**src/sv/rsm_pkg.sv**
```systemverilog
package rsm_pkg;

   // Counts and row lengths never exceed 64, so seven bits hold them
   localparam int CNT_W = 7;
   localparam int SAMPLE_W = 16;
   localparam int PROB_W = 16;
   localparam int SUM_W = 32;
   localparam int LOG2E_Q16 = 94548;
   localparam int EXP_CLAMP_HI = 32768;

   // One finished row handed from the front to the back
   typedef struct packed {
      logic             bank;
      logic [CNT_W-1:0] count;
   } job_type;

   // Back tells the front that a bank may be refilled
   typedef struct packed {
      logic valid;
      logic bank;
   } release_type;

   // 2^(i/16) in Q16
   function automatic logic [17:0] pow2_frac(input logic [4:0] idx);
      logic [17:0] val;
      case (idx)
         5'd0:  val = 18'd65536;
         5'd1:  val = 18'd68438;
         5'd2:  val = 18'd71468;
         5'd3:  val = 18'd74632;
         5'd4:  val = 18'd77936;
         5'd5:  val = 18'd81386;
         5'd6:  val = 18'd84990;
         5'd7:  val = 18'd88753;
         5'd8:  val = 18'd92682;
         5'd9:  val = 18'd96785;
         5'd10: val = 18'd101070;
         5'd11: val = 18'd105545;
         5'd12: val = 18'd110218;
         5'd13: val = 18'd115098;
         5'd14: val = 18'd120194;
         5'd15: val = 18'd125515;
         5'd16: val = 18'd131072;
         default: val = 18'd131072;
      endcase
      return val;
   endfunction

endpackage

```
**src/sv/rsm_ram.sv**
```systemverilog
module rsm_ram #(
   parameter int WIDTH = 16,
   parameter int DEPTH = 128
) (
   input  logic                     clock,
   input  logic                     wr_en,
   input  logic [$clog2(DEPTH)-1:0] wr_addr,
   input  logic [WIDTH-1:0]         wr_data,
   input  logic [$clog2(DEPTH)-1:0] rd_addr,
   output logic [WIDTH-1:0]         rd_data
);

   logic [WIDTH-1:0] mem_ff [DEPTH];
   logic [WIDTH-1:0] rd_data_ff;

   // Write one word, read one word registered
   always_ff @(posedge clock) begin
      if (wr_en) begin
         mem_ff[wr_addr] <= wr_data;
      end
      rd_data_ff <= mem_ff[rd_addr];
   end

   assign rd_data = rd_data_ff;

endmodule

```
**src/sv/rsm_queue.sv**
```systemverilog
module rsm_queue
   import rsm_pkg::*;
(
   input  logic    clock,
   input  logic    reset,
   input  logic    push,
   input  job_type push_job,
   input  logic    pop,
   output logic    head_valid,
   output job_type head_job
);

   job_type    slot_ff [2];
   job_type    slot_in [2];
   logic [1:0] used_ff, used_in;

   // Two-entry queue, head always in slot 0
   always_comb begin
      slot_in = slot_ff;
      used_in = used_ff;
      if (pop && used_ff != 2'd0) begin
         slot_in[0] = slot_ff[1];
         used_in = used_ff - 2'd1;
      end
      if (push) begin
         slot_in[used_in[0]] = push_job;
         used_in = used_in + 2'd1;
      end
   end

   always_ff @(posedge clock) begin
      if (reset) begin
         used_ff <= 2'd0;
      end else begin
         used_ff <= used_in;
      end
      slot_ff <= slot_in;
   end

   assign head_valid = (used_ff != 2'd0);
   assign head_job = slot_ff[0];

endmodule

```
**src/sv/rsm_front.sv**
```systemverilog
module rsm_front
   import rsm_pkg::*;
#(
   parameter int ROW_MAX = 64
) (
   input  logic                             clock,
   input  logic                             reset,
   input  logic                             req_valid,
   output logic                             req_stall,
   input  logic [SAMPLE_W-1:0]              req_sample,
   input  logic                             csr_write,
   input  logic [CNT_W-1:0]                 csr_data,
   input  release_type                      rel,
   output logic                             ram_wr_en,
   output logic [$clog2(2*ROW_MAX)-1:0]     ram_wr_addr,
   output logic [SAMPLE_W-1:0]              ram_wr_data,
   output logic                             job_push,
   output job_type                          job
);

   localparam int ADDR_W = $clog2(2*ROW_MAX);
   localparam int IDX_W = $clog2(ROW_MAX);

   logic [CNT_W-1:0] row_length_ff, row_length_in;
   logic [CNT_W-1:0] fill_ff, fill_in;
   logic             bank_ff, bank_in;
   logic [1:0]       busy_ff, busy_in;
   logic [CNT_W-1:0] len;
   logic [CNT_W-1:0] fill_next;
   logic             accept;

   // Clamp the configured length into 1..ROW_MAX
   always_comb begin
      len = row_length_ff;
      if (row_length_ff == '0) begin
         len = CNT_W'(1);
      end else if (row_length_ff > CNT_W'(ROW_MAX)) begin
         len = CNT_W'(ROW_MAX);
      end
   end

   // Hold off while the current bank is still owned by the back
   assign req_stall = busy_ff[bank_ff];
   assign accept = req_valid && !req_stall;
   assign fill_next = fill_ff + CNT_W'(1);

   assign ram_wr_en = accept;
   assign ram_wr_addr = (bank_ff ? ADDR_W'(ROW_MAX) : ADDR_W'(0))
                        + ADDR_W'(fill_ff[IDX_W-1:0]);
   assign ram_wr_data = req_sample;

   assign job_push = accept && (fill_next >= len);
   assign job.bank = bank_ff;
   assign job.count = fill_next;

   // Advance the fill count, close rows and track bank ownership
   always_comb begin
      row_length_in = csr_write ? csr_data : row_length_ff;
      fill_in = fill_ff;
      bank_in = bank_ff;
      busy_in = busy_ff;
      if (rel.valid) begin
         busy_in[rel.bank] = 1'b0;
      end
      if (accept) begin
         if (job_push) begin
            fill_in = '0;
            bank_in = !bank_ff;
            busy_in[bank_ff] = 1'b1;
         end else begin
            fill_in = fill_next;
         end
      end
   end

   always_ff @(posedge clock) begin
      if (reset) begin
         row_length_ff <= CNT_W'(64);
         fill_ff <= '0;
         bank_ff <= 1'b0;
         busy_ff <= 2'b00;
      end else begin
         row_length_ff <= row_length_in;
         fill_ff <= fill_in;
         bank_ff <= bank_in;
         busy_ff <= busy_in;
      end
   end

endmodule

```
**src/sv/rsm_back.sv**
```systemverilog
module rsm_back
   import rsm_pkg::*;
#(
   parameter int ROW_MAX = 64
) (
   input  logic                         clock,
   input  logic                         reset,
   input  logic                         job_valid,
   input  job_type                      job,
   output logic                         job_pop,
   output logic [$clog2(2*ROW_MAX)-1:0] ram_rd_addr,
   input  logic [SAMPLE_W-1:0]          ram_rd_data,
   output release_type                  rel,
   output logic                         rsp_valid,
   input  logic                         rsp_stall,
   output logic [PROB_W-1:0]            rsp_probability,
   output logic                         rsp_last_of_row
);

   localparam int ADDR_W = $clog2(2*ROW_MAX);
   localparam int IDX_W = $clog2(ROW_MAX);

   typedef enum logic [2:0] {
      B_IDLE, B_RDJ, B_LATJ, B_SWEEP, B_DRAIN, B_DIV, B_OUT
   } state_type;

   state_type          state_ff, state_in;
   logic               bank_ff, bank_in;
   logic [CNT_W-1:0]   cnt_ff, cnt_in;
   logic [CNT_W-1:0]   j_ff, j_in;
   logic [CNT_W-1:0]   k_ff, k_in;
   logic [SAMPLE_W-1:0] xj_ff, xj_in;
   logic [SUM_W-1:0]   acc_ff, acc_in;
   logic [SUM_W:0]     num_ff, num_in;
   logic [SUM_W:0]     rem_ff, rem_in;
   logic [SUM_W:0]     quo_ff, quo_in;
   logic [5:0]         step_ff, step_in;
   logic               out_valid_ff, out_valid_in;
   logic [PROB_W-1:0]  out_prob_ff, out_prob_in;
   logic               out_last_ff, out_last_in;

   // Exp pipeline registers
   logic               rd_vld_ff, d_vld_ff, p_vld_ff, m_vld_ff;
   logic               issue;
   logic signed [16:0] d_ff;
   logic signed [34:0] prod_ff;
   logic [17:0]        m_ff;
   logic signed [6:0]  n_ff;

   logic signed [16:0] d_raw, d_clamp;
   logic signed [34:0] prod;
   logic [18:0]        t_bits;
   logic [3:0]         fi;
   logic [7:0]         fw;
   logic [17:0]        ti, ti1, tdiff;
   logic [25:0]        interp;
   logic [17:0]        m_val;
   logic [6:0]         n_neg;
   logic [SUM_W-1:0]   term;
   logic [SUM_W:0]     acc_sum;
   logic [SUM_W:0]     div_r;
   logic               div_ge;
   logic [IDX_W-1:0]   rd_idx;

   // Difference x_k - x_j, clamped above at +8.0
   always_comb begin
      d_raw = 17'(signed'(ram_rd_data)) - 17'(signed'(xj_ff));
      d_clamp = (d_raw > 17'sd32768) ? 17'sd32768 : d_raw;
   end

   assign prod = 35'(d_ff) * 35'(signed'({1'b0, 17'(LOG2E_Q16)}));

   // Split into integer and fraction of the base-2 exponent, interpolate
   always_comb begin
      t_bits = prod_ff[34:16];
      fi = t_bits[11:8];
      fw = t_bits[7:0];
      ti = pow2_frac({1'b0, fi});
      ti1 = pow2_frac(5'({1'b0, fi}) + 5'd1);
      tdiff = ti1 - ti;
      interp = 26'(tdiff) * 26'(fw) + 26'd128;
      m_val = ti + 18'(interp[25:8]);
   end

   // Scale by 2^n
   always_comb begin
      n_neg = 7'(-n_ff);
      if (!n_ff[6]) begin
         term = SUM_W'(m_ff) << n_ff[3:0];
      end else if (n_neg >= 7'd32) begin
         term = '0;
      end else begin
         term = SUM_W'(m_ff) >> n_neg[4:0];
      end
      acc_sum = {1'b0, acc_ff} + {1'b0, term};
   end

   // One restoring divide step
   always_comb begin
      div_r = {rem_ff[SUM_W-1:0], num_ff[SUM_W]};
      div_ge = (div_r >= {1'b0, acc_ff});
   end

   assign rd_idx = (state_ff == B_SWEEP) ? k_ff[IDX_W-1:0] : j_ff[IDX_W-1:0];
   assign ram_rd_addr = (bank_ff ? ADDR_W'(ROW_MAX) : ADDR_W'(0)) + ADDR_W'(rd_idx);
   assign issue = (state_ff == B_SWEEP);
   assign job_pop = (state_ff == B_IDLE) && job_valid;

   // Sequence one row: per element read x_j, sweep all x_k, divide, emit
   always_comb begin
      state_in = state_ff;
      bank_in = bank_ff;
      cnt_in = cnt_ff;
      j_in = j_ff;
      k_in = k_ff;
      xj_in = xj_ff;
      acc_in = acc_ff;
      num_in = num_ff;
      rem_in = rem_ff;
      quo_in = quo_ff;
      step_in = step_ff;
      out_valid_in = out_valid_ff;
      out_prob_in = out_prob_ff;
      out_last_in = out_last_ff;
      rel.valid = 1'b0;
      rel.bank = bank_ff;
      if (m_vld_ff) begin
         acc_in = acc_sum[SUM_W] ? '1 : acc_sum[SUM_W-1:0];
      end
      case (state_ff)
         B_IDLE: begin
            if (job_valid) begin
               bank_in = job.bank;
               cnt_in = job.count;
               j_in = '0;
               state_in = B_RDJ;
            end
         end
         B_RDJ: begin
            state_in = B_LATJ;
         end
         B_LATJ: begin
            xj_in = ram_rd_data;
            acc_in = '0;
            k_in = '0;
            state_in = B_SWEEP;
         end
         B_SWEEP: begin
            k_in = k_ff + CNT_W'(1);
            if (k_ff == cnt_ff - CNT_W'(1)) begin
               state_in = B_DRAIN;
            end
         end
         B_DRAIN: begin
            if (!rd_vld_ff && !d_vld_ff && !p_vld_ff && !m_vld_ff) begin
               num_in = {1'b1, SUM_W'(0)} + {2'b00, acc_ff[SUM_W-1:1]};
               rem_in = '0;
               quo_in = '0;
               step_in = '0;
               state_in = B_DIV;
            end
         end
         B_DIV: begin
            rem_in = div_ge ? div_r - {1'b0, acc_ff} : div_r;
            quo_in = {quo_ff[SUM_W-1:0], div_ge};
            num_in = num_ff << 1;
            step_in = step_ff + 6'd1;
            if (step_ff == 6'(SUM_W)) begin
               out_valid_in = 1'b1;
               out_prob_in = (|quo_in[SUM_W:PROB_W]) ? '1 : quo_in[PROB_W-1:0];
               out_last_in = (j_ff + CNT_W'(1) == cnt_ff);
               state_in = B_OUT;
            end
         end
         B_OUT: begin
            if (!rsp_stall) begin
               out_valid_in = 1'b0;
               j_in = j_ff + CNT_W'(1);
               if (out_last_ff) begin
                  rel.valid = 1'b1;
                  state_in = B_IDLE;
               end else begin
                  state_in = B_RDJ;
               end
            end
         end
         default: begin
            state_in = B_IDLE;
         end
      endcase
   end

   always_ff @(posedge clock) begin
      if (reset) begin
         state_ff <= B_IDLE;
         out_valid_ff <= 1'b0;
         rd_vld_ff <= 1'b0;
         d_vld_ff <= 1'b0;
         p_vld_ff <= 1'b0;
         m_vld_ff <= 1'b0;
      end else begin
         state_ff <= state_in;
         out_valid_ff <= out_valid_in;
         rd_vld_ff <= issue;
         d_vld_ff <= rd_vld_ff;
         p_vld_ff <= d_vld_ff;
         m_vld_ff <= p_vld_ff;
      end
      bank_ff <= bank_in;
      cnt_ff <= cnt_in;
      j_ff <= j_in;
      k_ff <= k_in;
      xj_ff <= xj_in;
      acc_ff <= acc_in;
      num_ff <= num_in;
      rem_ff <= rem_in;
      quo_ff <= quo_in;
      step_ff <= step_in;
      out_prob_ff <= out_prob_in;
      out_last_ff <= out_last_in;
      d_ff <= d_clamp;
      prod_ff <= prod;
      m_ff <= m_val;
      n_ff <= signed'(t_bits[18:12]);
   end

   assign rsp_valid = out_valid_ff;
   assign rsp_probability = out_prob_ff;
   assign rsp_last_of_row = out_last_ff;

endmodule

```
**src/sv/row_softmax.sv**
```systemverilog
// Row softmax: Q4.12 samples are stored into one of two row banks; when a
// row of csr row_length samples (0 acts as 1, above ROW_MAX as ROW_MAX) is
// complete, it is queued and the back end emits one Q0.16 probability per
// element, 1 / sum_k exp(x_k - x_j), in row order with last_of_row on the
// final word. In the back end each element reads x_j, sweeps the whole row
// through one exp pipeline (one term a cycle) and waits for it to drain,
// runs a 33-step bit-serial divider and presents its word until it is
// taken. The front keeps taking samples for the next row in the other bank,
// so it stalls only when both banks are awaiting the back end.
module row_softmax
   import rsm_pkg::*;
#(
   parameter int ROW_MAX = 64
) (
   input  logic                clock,
   input  logic                reset,
   input  logic                req_valid,
   output logic                req_stall,
   input  logic [SAMPLE_W-1:0] req_sample,
   output logic                rsp_valid,
   input  logic                rsp_stall,
   output logic [PROB_W-1:0]   rsp_probability,
   output logic                rsp_last_of_row,
   input  logic                csr_write,
   input  logic [CNT_W-1:0]    csr_data
);

   localparam int ADDR_W = $clog2(2*ROW_MAX);

   logic                ram_wr_en;
   logic [ADDR_W-1:0]   ram_wr_addr;
   logic [SAMPLE_W-1:0] ram_wr_data;
   logic [ADDR_W-1:0]   ram_rd_addr;
   logic [SAMPLE_W-1:0] ram_rd_data;
   logic                job_push, job_pop, head_valid;
   job_type             push_job, head_job;
   release_type         rel;

   rsm_front #(.ROW_MAX(ROW_MAX)) u_front (
      .clock       (clock),
      .reset       (reset),
      .req_valid   (req_valid),
      .req_stall   (req_stall),
      .req_sample  (req_sample),
      .csr_write   (csr_write),
      .csr_data    (csr_data),
      .rel         (rel),
      .ram_wr_en   (ram_wr_en),
      .ram_wr_addr (ram_wr_addr),
      .ram_wr_data (ram_wr_data),
      .job_push    (job_push),
      .job         (push_job)
   );

   rsm_queue u_queue (
      .clock      (clock),
      .reset      (reset),
      .push       (job_push),
      .push_job   (push_job),
      .pop        (job_pop),
      .head_valid (head_valid),
      .head_job   (head_job)
   );

   rsm_ram #(.WIDTH(SAMPLE_W), .DEPTH(2*ROW_MAX)) u_ram (
      .clock   (clock),
      .wr_en   (ram_wr_en),
      .wr_addr (ram_wr_addr),
      .wr_data (ram_wr_data),
      .rd_addr (ram_rd_addr),
      .rd_data (ram_rd_data)
   );

   rsm_back #(.ROW_MAX(ROW_MAX)) u_back (
      .clock           (clock),
      .reset           (reset),
      .job_valid       (head_valid),
      .job             (head_job),
      .job_pop         (job_pop),
      .ram_rd_addr     (ram_rd_addr),
      .ram_rd_data     (ram_rd_data),
      .rel             (rel),
      .rsp_valid       (rsp_valid),
      .rsp_stall       (rsp_stall),
      .rsp_probability (rsp_probability),
      .rsp_last_of_row (rsp_last_of_row)
   );

endmodule
```
**config.mk**
```make
export PLATFORM = sky130hd
export DESIGN_NAME = row_softmax
export DESIGN_NICKNAME = d
export VERILOG_FILES = /design/src/sv/rsm_pkg.sv /design/src/sv/rsm_ram.sv /design/src/sv/rsm_queue.sv /design/src/sv/rsm_front.sv /design/src/sv/rsm_back.sv /design/src/sv/row_softmax.sv
export SDC_FILE = /design/constraint.sdc
export NUM_CORES = 2
export LEC_CHECK = 0
export BUFFER_PORTS_ARGS = -buffer_cell sky130_fd_sc_hd__buf_4
export CAP_MARGIN = 20
export CELL_PAD_IN_SITES_DETAIL_PLACEMENT = 1
export CELL_PAD_IN_SITES_GLOBAL_PLACEMENT = 1
export CORE_ASPECT_RATIO = 1.5
export CORE_UTILIZATION = 35
export DETAILED_ROUTE_END_ITERATION = 12
export GPL_TIMING_DRIVEN = 0
export PLACE_DENSITY_LB_ADDON = 0.3
export SKIP_CTS_REPAIR_TIMING = 1
export SLEW_MARGIN = 5
export SYNTH_ARGS = -nofsm -noshare
export SYNTH_HDL_FRONTEND = slang
export SYNTH_SLANG_ARGS = --single-unit
```
**constraint.sdc**
```tcl
create_clock -name clock -period 10.56 [get_ports clock]
set_clock_uncertainty 0.15 [all_clocks]
set_input_delay 1.584 -clock clock [delete_from_list [all_inputs] [get_ports clock]]
set_output_delay 1.584 -clock clock [all_outputs]
set_load 0.005 [all_outputs]
```
# Word level (Yosys, flattened, before mapping)
# Memory sizes are Yosys's and may differ from the RTL's. A register that Yosys moved wholly into a read port is not among the register bits.
# Index checks and enable logic that the tools add are counted.
# op_classes
n_bitwise,4
shifts,2
muxes,52
n_addsub,18
n_eq_ne,14
n_lt_le_gt_ge,11
mul,2
reduce_logical,31
# op_table
cell,count
2-to-1 mux 32 bit,5
case mux 32 bit (2 select lines),2
case mux 33 bit (2 select lines),1
2-to-1 mux 7 bit,7
adder 32 x 32 -> 33 bit,1
"adder 33 x 31 -> 33 bit, first input constant",1
>= comparator 33 x 32 -> 1 bit,1
"multiplier 17 x 16 -> 33 bit, second input constant",1
2-to-1 mux 33 bit,1
<< shifter 18 x 4 -> 32 bit,1
right shift 18 x 5 -> 32 bit,1
subtractor 32 bit,1
case mux 7 bit (2 select lines),2
"adder 26 x 8 -> 26 bit, second input constant",1
multiplier 18 x 8 -> 26 bit,1
"adder 7 x 1 -> 7 bit, second input constant",3
case mux 3 bit (7 select lines),1
adder 18 bit,1
subtractor 18 bit,1
"> comparator 17 bit, second input constant",1
OR reduction 17 bit,1
subtractor 16 x 16 -> 17 bit,1
bitwise mux 16 bit,1
2-to-1 mux 16 bit,1
other kinds (42),96
# totals
romBits,832
register_bits,308
input_bits,28
elab_cells,168
ram_bits,2048
mem_count,3
output_inout_bits,19
# memory_table
memory,words,word_bits,read_ports,rd_clocked_by_memory_dff,write_ports,line,source
u_ram.mem_ff,128,16,1,1,1,rsm_ram.sv:13,logic [WIDTH-1:0] mem_ff [DEPTH];
(no name shown),32,18,1,0,0,rsm_pkg.sv:26,case (idx)
(no name shown),16,16,1,1,0,rsm_pkg.sv:26,

# Logic depth before layout (Yosys ltp)
# depth
ltp_word,11
depth_mapped,43
ltp_nobuf,42

# Hierarchy
# A second synthesis with hierarchy kept.
# unflattened
hier_cells,6395
area_unflattened_um2,108381.4
# by_module_without_submodules
mod,n_inst,cells_each,area_each_um2,seq_area_each_um2
rsm_ram,1,3086,78522.8,61819.3
rsm_back,1,3067,27780.4,7086.8
rsm_front,1,133,1098.6,340.3
rsm_queue,1,109,979.7,440.4

# Least setup slack after synthesis
# Ideal clock, no wire load.
# synth_path
path_kind,register to register
start,reg u_back.prod_ff[25]
end,reg u_back.m_ff[17]
setup_slack_ns,1.158
setup_time_ns,0.122
arrival_time_ns,9.129
stages_incl_launch_ff,41
period_less_slack_ns,9.402
required_time_ns,10.288
n_path_buf,1
cell_sequence,dfxtp_1 -> ha_1 -> clkbuf_1 -> xnor2_1 -> and3_1 -> a21oi_1 -> or2_2 -> ha_1 -> fa_1 -> nor2b_1 -> o21ai_0 -> a21boi_0 -> o211ai_1 -> a21boi_0 -> o21a_1 -> o21ai_0 -> nor2b_1 -> xnor2_1 -> [... 5 more ...] -> fa_1 -> inv_1 -> ha_1 -> and3_1 -> a211o_1 -> a31o_2 -> a221oi_1 -> o21ai_0 -> nor2_1 -> xnor2_1 -> ha_1 -> a21o_1 -> a21o_1 -> a21oi_1 -> o211a_1 -> o21ai_0 -> a22oi_1 -> xnor2_1
# synth_via
elab_chain_cells,6
# synth_rtl
item,line,source
from (decl),rsm_back.sv:46,logic signed [34:0] prod_ff;
from (signal assigned),rsm_back.sv:222,prod_ff <= prod;
adder 4 x 1 -> 5 bit,rsm_back.sv:79,"ti1 = pow2_frac(5'({1'b0, fi}) + 5'd1);"
memory read (32 x 18 bit),-,
subtractor 18 bit,rsm_back.sv:80,tdiff = ti1 - ti;
multiplier 18 x 8 -> 26 bit,rsm_back.sv:81,interp = 26'(tdiff) * 26'(fw) + 26'd128;
adder 26 x 8 -> 26 bit,rsm_back.sv:81,
adder 18 bit,rsm_back.sv:82,m_val = ti + 18'(interp[25:8]);
via u_back.m_val[17],rsm_back.sv:57,logic [17:0] m_val;
to (signal assigned),rsm_back.sv:223,m_ff <= m_val;
to (decl),rsm_back.sv:47,logic [17:0] m_ff;
# The timed path passes the listed nets, and every way through them passes these cells.
# A chain may end at the register's enable or synchronous reset.

# Final worst setup path
# layout_path
start,reg u_back.prod_ff[24]
end,reg u_back.m_ff[17]
# Same word-level chain as after synthesis.

==> results.json <==
{
  "drc_errors": 0,
  "die_y_microns": 692,
  "path_clk_slew_ns": 0.06,
  "cp_data_required_time_ns": 11.21,
  "seqCellArea_sq_um": 69700,
  "slew_viol_final": 0,
  "crit_slowest_cell": "fa_1",
  "mostFrequentLayoutCells": "2254 x nand2_1, 2214 x edfxtp_1, 659 x nand3_1",
  "synth_warnings": 0,
  "critPathCaptureType": "register",
  "min_period_over_period_pct": 96.2,
  "placed_cell_area_sq_um": 120000,
  "hold_viol": 0,
  "cap_violations": 0,
  "first_global_vias": 83993,
  "cp_max_fo": 10,
  "cts_tree": "built",
  "syn_nets": 9988,
  "period_needed_ns": 10.16,
  "path_delay_family": "adder cells",
  "antenna_found_initial": 34,
  "grt_start_max_net_pins": 99,
  "met2_length_microns": 218000,
  "via_count": 80332,
  "avgSynthCellArea_sq_um": 11.8,
  "netlist_instances": 9451,
  "finalInstanceArea_sq_um": 128000,
  "ys_seq_area_share_pct": 62.7,
  "top_layer": "met5",
  "max_freq_mhz": 98.4,
  "ys_ff_latch": 2374,
  "slowest_delay_ns": 0.53,
  "grt_pass1_wl_microns": 609000,
  "critPathKind": "register to register",
  "worstMarginPinSlew_ns": 1.45,
  "wl_met3_microns": 20500,
  "fin_nets": 10463,
  "first_pass_iters": 6,
  "synthArstFlopShare_pct": 0,
  "outcome": "completed",
  "setup_viol": 0,
  "area_growth_pct": 15.5,
  "wl_per_cell_microns": 30.2,
  "drt_iter0_drc": 6713,
  "gr-usage-all-layers_pct": 26.8,
  "drt_wl_total_microns": 435000,
  "place.gp.congestion": 0.976,
  "initial_core_util_pct": 35.1,
  "cts.sinks": 2374,
  "startpoint_type": "register",
  "die_area_sq_um": 320000,
  "clock_path_buffers": 4,
  "slew_headroom_pct": 3.21,
  "ios": 47,
  "synthFlopType": "edfxtp_1",
  "h-tree-depth": 4,
  "drive_gt1_share_pct": 9.66,
  "critical_path_arrival_ns": 10.81,
  "crit_top_cell": "fa_1",
  "vias_per_cell": 5.57,
  "synth-edff-count": 2214,
  "coreArea_sq_um": 316000,
  "cts_buffers": 236,
  "crit_buf_inv": 4,
  "dpl.hpwl_microns": 321000,
  "clk_latency_ns": 0.96,
  "multi_input_area_sq_um": 38000,
  "nFillCells": 33671,
  "placementRows": 253,
  "synthDistinctLibCells": 90,
  "hp-class": "register to register",
  "fin_util_pct": 40.6,
  "die_w_microns": 462,
  "syn_area_sq_um": 111000,
  "gr-total-overflow": 0,
  "postRouteAntennaNets": 0,
  "wl_met1_microns": 152000,
  "root_buffer": "clkbuf_16",
  "port_buffers": 44,
  "final_common_cell": "nand2_1"
}
==> through the flow <==
stage | TNS, ns | instances | setup WS (ns) | hold slack [ns]
global route | -0.0886 | 14409 | -0.0886 | 0.186
finish | 0 | 14414 | 0.400 | 0.176
CTS | -6.88 | 14313 | -1.46 | 0.177
global placement | -325.52 | 13702 | -3.12 | 0.167
detailed placement | -6.60 | 13882 | -1.41 | 0.163
floorplan | 0 | 9451 | 1.16 | 0.160
==> flip-flops by register name, indices dropped and copies added, names as in the netlist, 3 cells and up, named ones only <==
name	cells
u_ram.mem_ff	2048
u_back.num_ff	33
u_back.acc_ff	32
u_back.quo_ff	32
u_back.rem_ff	32
u_back.prod_ff	19
u_back.m_ff	18
u_back.d_ff	17
u_back.rsp_probability	16
u_back.ti	16
u_back.xj_ff	16
u_ram.rd_data	16
u_queue.head_job	8
u_back.cnt_ff	7
u_back.j_ff	7
u_back.k_ff	7
u_back.n_ff	7
u_front.fill_ff	7
u_front.row_length_ff	7
u_back.step_ff	6
u_back.state_ff	3
==> cell usage after synthesis (58+ instances only) <==
cell type	instances	area [sq um]
nand3_1	659	3300
ha_1	320	4000
a311oi_1	389	3410
xnor2_1	114	998
fa_1	189	3780
and3_1	280	1750
nor3_1	89	445
nor2_1	349	1310
nand2_1	2254	8460
xor2_1	75	657
nand2b_1	63	394
nor2b_1	58	363
a31oi_1	156	976
a21oi_1	200	1000
inv_1	420	1580
and2_1	113	707
edfxtp_1	2214	66500
clkbuf_1	382	1430
a211oi_1	90	676
mux2i_1	70	701
buf_2	132	661
o21ai_0	171	856
dfxtp_1	160	3200
==> cells by family after synthesis <==
group                    share of synthesized area, %
adder cells (fa/ha/maj)                          7.01
AO/OA/AOI/OAI                                    8.12
AND/OR/NAND/NOR                                  15.9
buffers and inverters                            3.56
flip-flops                                       62.7
multiplexers                                     1.14
XOR/XNOR                                         1.50
==> layout make-up <==
cell class	instances	area share [%]
antenna	88	0.172
clock inverter	147	1.16
timing repair buffer	239	2.64
buffer	574	1.85
sequential	2374	54.3
tap	4207	4.10
clock buffer	284	4.85
multi-input combinational	6075	29.7
inverter	426	1.25
==> worst paths after layout <==
| path | depth (start not counted) | slack (ns) | to | from |
|---|---|---|---|---|
| max | 39 | 0.40 | u_back.m_ff[17] | u_back.prod_ff[24] |
| max reg2reg | 39 | 0.40 | u_back.m_ff[17] | u_back.prod_ff[24] |
| min | 0 | 0.18 | u_back.n_ff[3] | u_back.prod_ff[31] |
| min reg2reg | 0 | 0.18 | u_back.n_ff[3] | u_back.prod_ff[31] |
==> layer usage <==
layer,vias to the layer above,global-route usage (%)
li1,35182,-
met1,41334,28.6
met2,2798,46.8
met3,1010,3.03
met4,8,23.1
met5,-,0
Power is left out: the tool's default activity adds up to more than one toggle a clock period on the data nets, which glitch-free logic cannot reach.
